### config.mk
export PLATFORM = sky130hd
export DESIGN_NAME = npcl1_ctrl
export DESIGN_NICKNAME = d
export VERILOG_FILES = /design/src/hdl/npcl1_pkg.sv /design/src/hdl/npcl1_ctrl.sv
export SDC_FILE = /design/constraint.sdc
export NUM_CORES = 1
export LEC_CHECK = 0
export BUFFER_PORTS_ARGS = -buffer_cell sky130_fd_sc_hd__buf_2
export CAP_MARGIN = 30
export CORE_AREA = 2 2 39 41
export CTS_BUF_LIST = sky130_fd_sc_hd__clkbuf_4 sky130_fd_sc_hd__clkbuf_8
export CTS_CLUSTER_DIAMETER = 120
export DETAILED_ROUTE_END_ITERATION = 7
export DIE_AREA = 0 0 41 43
export HOLD_SLACK_MARGIN = 0.06
export PLACE_DENSITY = 0.43
export SETUP_SLACK_MARGIN = 0.5
export SYNTH_ARGS = -nofsm -noshare
export SYNTH_HDL_FRONTEND = slang
export SYNTH_SLANG_ARGS = --single-unit
### constraint.sdc
create_clock -name clk -period 1.7 [get_ports clk]
set_clock_uncertainty 0.1 [all_clocks]
set_input_delay 0.34 -clock clk [delete_from_list [all_inputs] [get_ports clk]]
set_output_delay 0.34 -clock clk [all_outputs]
set_load 0.02 [all_outputs]
### src/hdl/npcl1_pkg.sv
package npcl1_pkg;

	// Field widths of the item and result channels.
	localparam int unsigned COLOR_W = 8;
	localparam int unsigned INDEX_W = 8;
	localparam int unsigned COUNT_W = 9;
	localparam int unsigned DIST_W  = 10;

	// Default palette depth handed down from the top level.
	localparam int unsigned DEFAULT_PALETTE_DEPTH = 256;

	// Item opcodes.
	localparam logic OP_WRITE = 1'b0;
	localparam logic OP_PIXEL = 1'b1;

	// Commands from the controller to the datapath.
	typedef struct packed {
		logic wr_en;     // store the item's color in the palette
		logic start;     // latch the pixel and the active count, clear the best
		logic rd_issue;  // read the entry at the scan address and advance it
		logic out_load;  // move the finished result into the output register
	} cmd_t;

	// Status from the datapath to the controller.
	typedef struct packed {
		logic count_zero;  // the active count is zero: pass the pixel through
		logic last_addr;   // the scan address is the last active entry
		logic out_free;    // the output register can take a result this cycle
	} status_t;

endpackage

### src/hdl/npcl1_ctrl.sv
module npcl1_ctrl import npcl1_pkg::*; (
	input  logic    clk,
	input  logic    arst_n,
	input  logic    item_valid,
	input  logic    item_opcode,
	output logic    item_ready,
	input  status_t status,
	output cmd_t    cmd
);

	localparam logic [1:0] ST_IDLE   = 2'd0;
	localparam logic [1:0] ST_SEARCH = 2'd1;
	localparam logic [1:0] ST_DRAIN  = 2'd2;
	localparam logic [1:0] ST_DONE   = 2'd3;

	logic [1:0] state_q;
	logic [1:0] state_next;

	always_comb begin
		state_next = state_q;
		cmd        = '0;
		item_ready = 1'b0;
		unique case (state_q)
			ST_IDLE: begin
				item_ready = 1'b1;
				if (item_valid) begin
					if (item_opcode == OP_WRITE) begin
						cmd.wr_en = 1'b1;
					end else begin
						cmd.start  = 1'b1;
						state_next = status.count_zero ? ST_DONE : ST_SEARCH;
					end
				end
			end
			ST_SEARCH: begin
				cmd.rd_issue = 1'b1;
				if (status.last_addr) begin
					state_next = ST_DRAIN;
				end
			end
			ST_DRAIN: begin
				// The last entry read is compared in this cycle.
				state_next = ST_DONE;
			end
			ST_DONE: begin
				if (status.out_free) begin
					cmd.out_load = 1'b1;
					state_next   = ST_IDLE;
				end
			end
			default: begin
				state_next = ST_IDLE;
			end
		endcase
	end

	always_ff @(posedge clk or negedge arst_n) begin
		if (!arst_n) begin
			state_q <= ST_IDLE;
		end else begin
			state_q <= state_next;
		end
	end

endmodule

==> reports/results.env, run 1 <==
WORST_REL_SLEW_SLACK_PCT=84.6
ANTENNADIODECOUNT=0
AVGSYNTHCELLAREA_UM2=8.47
RSZ0062_AT_GRT='true'
WORSTPATHREQUIRED_PS=1260
PLACEMENT_ROWS=14
LARGEST-REGISTER='state_q'
SETUP_VIOL=0
SYNTH_WARNINGS=0
POSTSYNTH.TOPFLOPCELL='sky130_fd_sc_hd__dfrtp_1'
DETAILEDPLACEMENTHPWL_UM=422
COREAREA_MM2=0.00138
FINAL_CORE_UTIL_PCT=34.3
GRT_PASS1_VIAS=264
INITIAL_STANDARD_CELL_UTILIZATION_OF_THE_CORE_PCT=15.9
TIMING.SETUP.CRITICAL_PATH_CLASS='reg2out'
WORSTPATHMAXFANOUT=4
POST-SYNTH-TOP-AREA-CELL='sky130_fd_sc_hd__dfrtp_1'
NETLIST-CELL-TYPE-COUNT=18
FINAL_ANTENNA_NET_COUNT=0
DRIVE_GT1_SHARE_PCT=73.5
DIEAREA_MM2=0.00176
DPL-INSTANCE-AREA_UM2=337
DIE_Y_UM=43
FINAL-MAX-SLEW-VIOLATION-COUNT=0
DRT_ITER0_MARKERS=1
PORTBUFFERS=11
FIN_SETUP_TNS_PS=0
YS_ASYNC_SR_FRACTION_PCT=100
POSTSYNTHREGISTERBITS=2
PWR_DENSITY_CELL_mW_PER_MM2=1800
DRV_CAP=0
INSERTION_DELAY_PS=220
WORSTHOLDPATHTYPE='in2async'
SYNTH_TOP_AREA_SHARE_PCT=22.7
YOSYS-TOP-CELLS-COUNT='sky130_fd_sc_hd__ha_1 (4), sky130_fd_sc_hd__nand2_1 (3), sky130_fd_sc_hd__dfrtp_1 (2), sky130_fd_sc_hd__inv_1 (2), sky130_fd_sc_hd__nand2b_1 (2)'
GLOBAL_ROUTE.USAGE.TOTAL_PCT=8.24
TOTAL_LEAKAGE_POWER_uW=0.000218
POST_SYNTH_MAIN_AREA_CONTRIBUTORS='sky130_fd_sc_hd__dfrtp_1 (23%), sky130_fd_sc_hd__ha_1 (23%), sky130_fd_sc_hd__nor2b_4 (6.3%), sky130_fd_sc_hd__nand2b_1 (5.7%), sky130_fd_sc_hd__nand2_1 (5.1%)'
MULTI_INPUT_AREA_UM2=220
FINAL_NETS=62
REG_TOP3='state_q (2)'
NUMBER_OF_FILL_CELLS=146
HOLD_WS_PS=344
WORST-R2R-SETUP-SLACK_PS=160
FINAL.SETUP.WORST_SLACK_PS=121
FINAL_CELL_AREA_UM2=474
DIE_WIDTH_UM=41
PLACEMENT.SETUP.WORST_SLACK_PS=137
DRT-WIRELENGTH-PER-CELL_UM=9.09
FIRST_PASS_GRT_WIRE_LENGTH_UM=1020
MOST_INSTANTIATED_LIBRARY_CELL_AFTER_SYNTHESIS='sky130_fd_sc_hd__ha_1'
NUMBER_OF_BUFFERS_ADDED_BY_THE_CLOCK_TREE_SYNTHESIS_STEP=3
COUNT_OF_CLOCK_TREE_SINKS=2
SYNTH.YOSYS.SEQ_AREA_SHARE_PCT=22.7
TRITONCTS_CLOCK_TREE='yes'
PATH_CLK_SLEW_PS=30
SYNTHESIS.AREA_UM2=220
MAX_FFS_PER_REGISTER=2
CP.ARRIVAL_PS=1140
VIA_TO_CELL_RATIO=4.05
TOTAL_NUMBER_OF_H_TREE_LEVELS=1
LAUNCHING_ELEMENT_TYPE_OF_THE_CRITICAL_PATH='register'
OUTCOME='completed'
FLOW.AREA_GROWTH_FROM_SYNTHESIS_PCT=115
VDD_IR_DROP_MAX_V=0.000632
ELEMENT_TYPE_AT_THE_CRITICAL_PATH_END='output pin'
ROUTABILITYCONGESTION=0.714
GRT_ANTENNA_BEFORE_REPAIR=0
LAYOUT.AREA.SEQ_UM2=51.3
ACHIEVABLE-FREQUENCY_GHz=0.633
HOLD_VIOL=0
TIGHTESTPINTRANSITION_PS=230
SYNTH_FP_NETS=37
LAYOUT_WORST_PATH_CYCLE_SHARE_PCT=92.9
SYNTH-EDFF-COUNT=0
FIRSTDRTPASSITERS=2
DR_TOTAL_VIAS=263
GRT.OVERFLOW.TOTAL=0
GRT_START_MAX_NET_PINS=5
CLOCK_TREE.ROOT_CELL='sky130_fd_sc_hd__clkbuf_4'
POSTSYNTHCELLCOUNT=26
DRCVIOLATIONCOUNT=0
POST-ROUTE-MIN-PERIOD_PS=1580
BOUNDARYPINS=12
ROUTE.FINAL.WIRE_LENGTH_UM=591
CLOCKBUFFERDEPTH=2
## cell usage in the layout, fill, tap and decap left out, drive strengths merged
cell type and n:
inv 2, nand2b 2, nor4 1, nand3 1
nor2 1, a21oi 1, dlygate4sd3 1, ha 4
nand2 3, and3 1, dfrtp 2, o21ai 1
nand4 1, nand4b 1, and2 1, buf 19
clkbuf 3, a211o 1, or4 1, nor2b 2
## path summary, 6_finish.rpt
path	end	cells after the start	start
min in group clk	state_q[1]$_DFFE_PN0P_	4	status[2]
max	cmd[3]	5	state_q[0]$_DFFE_PN0P_
max reg2reg	state_q[1]$_DFFE_PN0P_	6	state_q[0]$_DFFE_PN0P_
min	state_q[0]$_DFFE_PN0P_	2	arst_n
min reg2reg	state_q[0]$_DFFE_PN0P_	3	state_q[0]$_DFFE_PN0P_
max in group asynchronous	state_q[0]$_DFFE_PN0P_	2	arst_n
## logic make-up after synthesis
group,synth area share (%)
adders and majority gates,22.7
buffers and inverters,3.41
AOI/OAI and AO/OA,8.52
and+or+nand+nor,42.6
DFF,22.7
## metal layers
| layer | share of wire [%] | up-vias | track usage [%] | wire [um] |
|---|---|---|---|---|
| li1 | - | 139 | - | - |
| met1 | 42 | 116 | 12.3 | 250 |
| met2 | 52 | 8 | 11.9 | 308 |
| met3 | 5.4 | 0 | 1.57 | 32 |
| met4 | 0 | 0 | 2.00 | 0 |
| met5 | 0 | - | 0 | 0 |
## repair_timing
action / CTS / global route
setup endpoints to repair: 7 / 7
buffers inserted: 8 / 0
hold buffers: 1 / 0
pin swaps: 1 / 3
cloned: 0 / 0
hold endpoints to repair: 2 / 0
gates resized for setup: 12 / 2
## power by group
| group | internal (uW) | leakage, uW | switching (uW) |
|---|---|---|---|
| clock | 77.6 | 0.0000138 | 23.2 |
| sequential | 77.6 | 0.0000230 | 24.5 |
| combinational | 372 | 0.000181 | 279 |
| total | 527 | 0.000218 | 327 |
## stage by stage
| stage | std cells | power [uW] |
|---|---|---|
| final | 65 | 854 |
| after global routing | 65 | 941 |
| after CTS | 65 | 856 |
| after detailed placement | 53 | 519 |
| after global placement | 53 | 523 |
| after floorplan | 26 | 435 |
## critical path: stages (launching register included)
cell and delay (ps):
sky130_fd_sc_hd__dfrtp_2 410, sky130_fd_sc_hd__inv_2 80, sky130_fd_sc_hd__ha_4 150, sky130_fd_sc_hd__nand2_2 50, sky130_fd_sc_hd__nor2_2 110, sky130_fd_sc_hd__buf_6 120
## layout make-up
type / count / share of cell area (%)
Multi-Input combinational cell: 22 / 46.4
Timing Repair Buffer: 20 / 32.2
Sequential cell: 2 / 10.8
Clock buffer: 3 / 4.75
Tap cell: 16 / 4.22
Inverter: 2 / 1.58
Note: power is estimated with default switching activity, not from simulation.
==> inputs of run 2 (changes only) <==
--- a/config.mk
+++ b/config.mk
@@ -5,6 +5,7 @@
 export SDC_FILE = /design/constraint.sdc
 export NUM_CORES = 1
 export LEC_CHECK = 0
+export ABC_AREA = 1
 export BUFFER_PORTS_ARGS = -buffer_cell sky130_fd_sc_hd__buf_2
 export CAP_MARGIN = 30
 export CORE_AREA = 2 2 39 41
==> reports/results.env, run 2 <==
WORSTPATHREQUIRED_PS=1260  # about the same
TOTAL_NUMBER_OF_H_TREE_LEVELS=1  # unchanged
DRIVE_GT1_SHARE_PCT=58.2  # -15 points
LAYOUT_WORST_PATH_CYCLE_SHARE_PCT=93.1  # +0.22 points
MOST-COMMON-LAYOUT-CELLS='sky130_fd_sc_hd__nand2_1 (12), sky130_fd_sc_hd__buf_2 (8), sky130_fd_sc_hd__buf_4 (6)'
INITIAL_STANDARD_CELL_UTILIZATION_OF_THE_CORE_PCT=15.9  # unchanged
RSZ0062_AT_GRT='true'
WORST_REL_SLEW_SLACK_PCT=89.9  # +5.3 points
POSTSYNTHREGISTERBITS=2  # unchanged
SYNTHESIS.AREA_UM2=220  # unchanged
DRT_ITER0_MARKERS=1  # unchanged
TIMING.SETUP.CRITICAL_PATH_CLASS='reg2out'
SYNTH_TOP_AREA_SHARE_PCT=22.7  # unchanged
FINAL_CELL_AREA_UM2=434  # -8.4%
DETAILEDPLACEMENTHPWL_UM=407  # -3.4%
MOST_INSTANTIATED_LIBRARY_CELL_AFTER_SYNTHESIS='sky130_fd_sc_hd__nand2_1'
SEQPWRFRAC_PCT=12.8  # +0.8 points
ROUTE.FINAL.WIRE_LENGTH_UM=553  # -6.4%
VDD_IR_DROP_MAX_V=0.000580  # -8.2%
NUMBER_OF_FILL_CELLS=154  # +5.5%
TIMING.RR.START='state_q[0]$_DFFE_PN0P_'
DIEAREA_MM2=0.00176  # unchanged
YS_ASYNC_SR_FRACTION_PCT=100  # unchanged
TIMING.CRITICAL_PATH.MAX_DELAY_FAMILY='flip-flops'
REG_TOP3='state_q (2)'
TOTAL_LEAKAGE_POWER_uW=0.000251  # +15%
ANTENNADIODECOUNT=0  # unchanged
POST-ROUTE-MIN-PERIOD_PS=1580  # +3.74 ps
DR_TOTAL_VIAS=261  # -0.76%
DRV_CAP=0  # unchanged
FINAL_ANTENNA_NET_COUNT=0  # unchanged
GRT_START_MAX_NET_PINS=6  # +1
FF2FF_PATH_DEPTH=6  # unchanged
FIN_SETUP_TNS_PS=0  # unchanged
CP.ARRIVAL_PS=1140  # about the same
CLOCK_POWER_SHARE_PCT=13.3  # +1.5 points
WORSTHOLDPATHTYPE='in2async'
SWITCHING_SHARE_PCT=44.2  # +5.9 points
MULTI_INPUT_AREA_UM2=180  # -18%
GLOBAL_ROUTE.USAGE.TOTAL_PCT=8.53  # +0.29 points
DIE_Y_UM=43  # unchanged
SYNTH-EDFF-COUNT=0  # unchanged
CRITPATHBUFINV=2  # unchanged
LAYOUT.AREA.SEQ_UM2=50.0  # -2.4%
PLACEDCELLCOUNT=61  # +15%
VIA_TO_CELL_RATIO=3.68  # -9.1%
FIRST_PASS_GRT_WIRE_LENGTH_UM=917  # -10%
POST_SYNTH_MAIN_AREA_CONTRIBUTORS='sky130_fd_sc_hd__dfrtp_1 (23%), sky130_fd_sc_hd__ha_1 (23%), sky130_fd_sc_hd__nand2_1 (22%), sky130_fd_sc_hd__inv_1 (12%), sky130_fd_sc_hd__nand2_2 (5.7%)'
DRT-WIRELENGTH-PER-CELL_UM=7.79  # -14%
GRT_ANTENNA_BEFORE_REPAIR=0  # unchanged
WORST-R2R-SETUP-SLACK_PS=380  # +220 ps
LARGEST-REGISTER='state_q'
SYNTH_WARNINGS=0  # unchanged
CLOCK_TREE.ROOT_CELL='sky130_fd_sc_hd__clkbuf_4'
COREAREA_MM2=0.00138  # unchanged
POSTSYNTH.TOPFLOPCELL='sky130_fd_sc_hd__dfrtp_1'
YOSYS-TOP-CELLS-COUNT='sky130_fd_sc_hd__nand2_1 (13), sky130_fd_sc_hd__inv_1 (7), sky130_fd_sc_hd__ha_1 (4)'
AVGSYNTHCELLAREA_UM2=6.48  # -24%
FIRSTDRTPASSITERS=3  # +1
DRCVIOLATIONCOUNT=0  # unchanged
SETUP_VIOL=0  # unchanged
WORSTPATHCELLLIST='inv_2, ha_4, nand2_4, nor2_4, buf_6'
DPL-INSTANCE-AREA_UM2=325  # -3.3%
ROUTABILITYCONGESTION=0.702  # -1.7%
WORSTREG2REGEND='state_q[0]$_DFFE_PN0P_'
HOLD_VIOL=0  # unchanged
SLOWEST_STAGE_CELL_CRIT_PATH='sky130_fd_sc_hd__dfrtp_1'
SYNTH_FP_NETS=45  # +22%
ELEMENT_TYPE_AT_THE_CRITICAL_PATH_END='output pin'
WORSTPATHMAXFANOUT=5  # +1
POSTSYNTHCELLCOUNT=34  # +31%
CLOCKBUFFERDEPTH=2  # unchanged
DIE_WIDTH_UM=41  # unchanged
LAUNCHING_ELEMENT_TYPE_OF_THE_CRITICAL_PATH='register'
FINAL-MAX-SLEW-VIOLATION-COUNT=0  # unchanged
TIGHTESTPINTRANSITION_PS=152  # -77.7 ps
ACHIEVABLE-FREQUENCY_GHz=0.632  # -0.24%
LAYOUT.CELLS.MOST_COMMON='sky130_fd_sc_hd__nand2_1'
PLACEMENT_ROWS=14  # unchanged
TRITONCTS_CLOCK_TREE='yes'
PATH_CLK_SLEW_PS=30  # about the same
CRITICAL-PATH-MAX-STAGE-DELAY_PS=410  # about the same
BOUNDARYPINS=12  # unchanged
OUTCOME='completed'
NETLIST-CELL-TYPE-COUNT=10  # -8
TOTAL_INTERNAL_POWER_uW=437  # -17%
MAX_FFS_PER_REGISTER=2  # unchanged
FLOW.AREA_GROWTH_FROM_SYNTHESIS_PCT=97.2
SYNTH.YOSYS.SEQ_AREA_SHARE_PCT=22.7  # unchanged
INSERTION_DELAY_PS=220  # about the same
FINAL_CORE_UTIL_PCT=31.4  # -2.9 points
POST-SYNTH-TOP-AREA-CELL='sky130_fd_sc_hd__dfrtp_1'
GRT.OVERFLOW.TOTAL=0  # unchanged
COMBINATIONALPOWERSHARE_PCT=74.0  # -2.2 points
COUNT_OF_CLOCK_TREE_SINKS=2  # unchanged
PWR_DENSITY_CELL_mW_PER_MM2=1810  # +0.29%
FINAL_NETS=68  # +9.7%
GRT_PASS1_VIAS=263  # -0.38%
FINALNONFILLERCELLS=71  # +9.2%
PORTBUFFERS=11  # unchanged
NUMBER_OF_BUFFERS_ADDED_BY_THE_CLOCK_TREE_SYNTHESIS_STEP=3  # unchanged
NET-SWITCHING-POWER_uW=347  # +6.1%
-- run 2: cell types whose count changed in the layout (fill, tap and decap cells not counted), sizes merged, moves of 2 or more --
cell / before / now
buf: 19 / 17
inv: 2 / 8
nand2: 3 / 15
nand2b: 2 / 0
nor2b: 2 / 0
-- run 2: area by class of cell --
class / count / area share [%]
Multi-Input combinational cell: 24 / 41.5
Timing Repair Buffer: 18 / 29.7
Sequential cell: 2 / 11.5
Inverter: 8 / 7.49
Clock buffer: 3 / 5.19
Tap cell: 16 / 4.61
-- run 2: how the worst max path moves through the flow --
stage	start	to	slack, ps	cells after the start
6_report	state_q[0]$_DFFE_PN0P_	cmd[3]	120	5
5_1_grt	state_q[0]$_DFFE_PN0P_	cmd[3]	70	5
4_1_cts	state_q[0]$_DFFE_PN0P_	cmd[3]	100	5
3_5_place_dp	state_q[0]$_DFFE_PN0P_	cmd[3]	290	5
3_3_place_gp	state_q[0]$_DFFE_PN0P_	cmd[2]	300	5
2_1_floorplan	state_q[1]$_DFFE_PN0P_	cmd[3]	350	4
-- run 2: cells by family (layout without fill, tap and decap cells) --
| group | after synthesis | count (layout) | synth area share, % |
|---|---|---|---|
| simple gates | 20 | 20 | 40.9 |
| buf+inv | 8 | 29 | 13.6 |
| fa+ha+maj | 4 | 4 | 22.7 |
| flops | 2 | 2 | 22.7 |
-- run 2: repair_timing --
action	4_1_cts	5_1_grt
gates cloned	0	0
hold buffers	1	0
buffers inserted	5	1
gates resized for setup	8	2
endpoints found under the hold margin	2	0
pin swaps	4	3
setup endpoints to repair	7	7
-- run 2: through the flow --
| step | worst slack (ps) | hold slack (ps) | total power [uW] |
|---|---|---|---|
| 6_report | 117 | 334 | 784 |
| 5_1_grt | 67.6 | 334 | 861 |
| 3_3_place_gp | 296 | 26.8 | 533 |
| 3_5_place_dp | 291 | 27.0 | 526 |
| 4_1_cts | 98.4 | 314 | 775 |
| 2_1_floorplan | 352 | -55.6 | 432 |
-- run 2: routing by layer --
metal | up-vias | part of all wire, % | track usage, %
li1 | 143 | - | -
met1 | 115 | 37 | 8.04
met2 | 3 | 61 | 12.2
met3 | 0 | 1.4 | 3.14
met4 | 0 | 0 | 10.0
met5 | - | 0 | 0
-- run 2: power by group through the flow --
stage / sequential, uW / clock [uW] / combinational (uW)
after global routing: 107 / 112 / 642
after detailed placement: 104 / 0 / 422
after floorplan: 98.6 / 0 / 333
after global placement: 103 / 0 / 430
final: 100 / 104 / 580
after CTS: 99.0 / 113 / 563
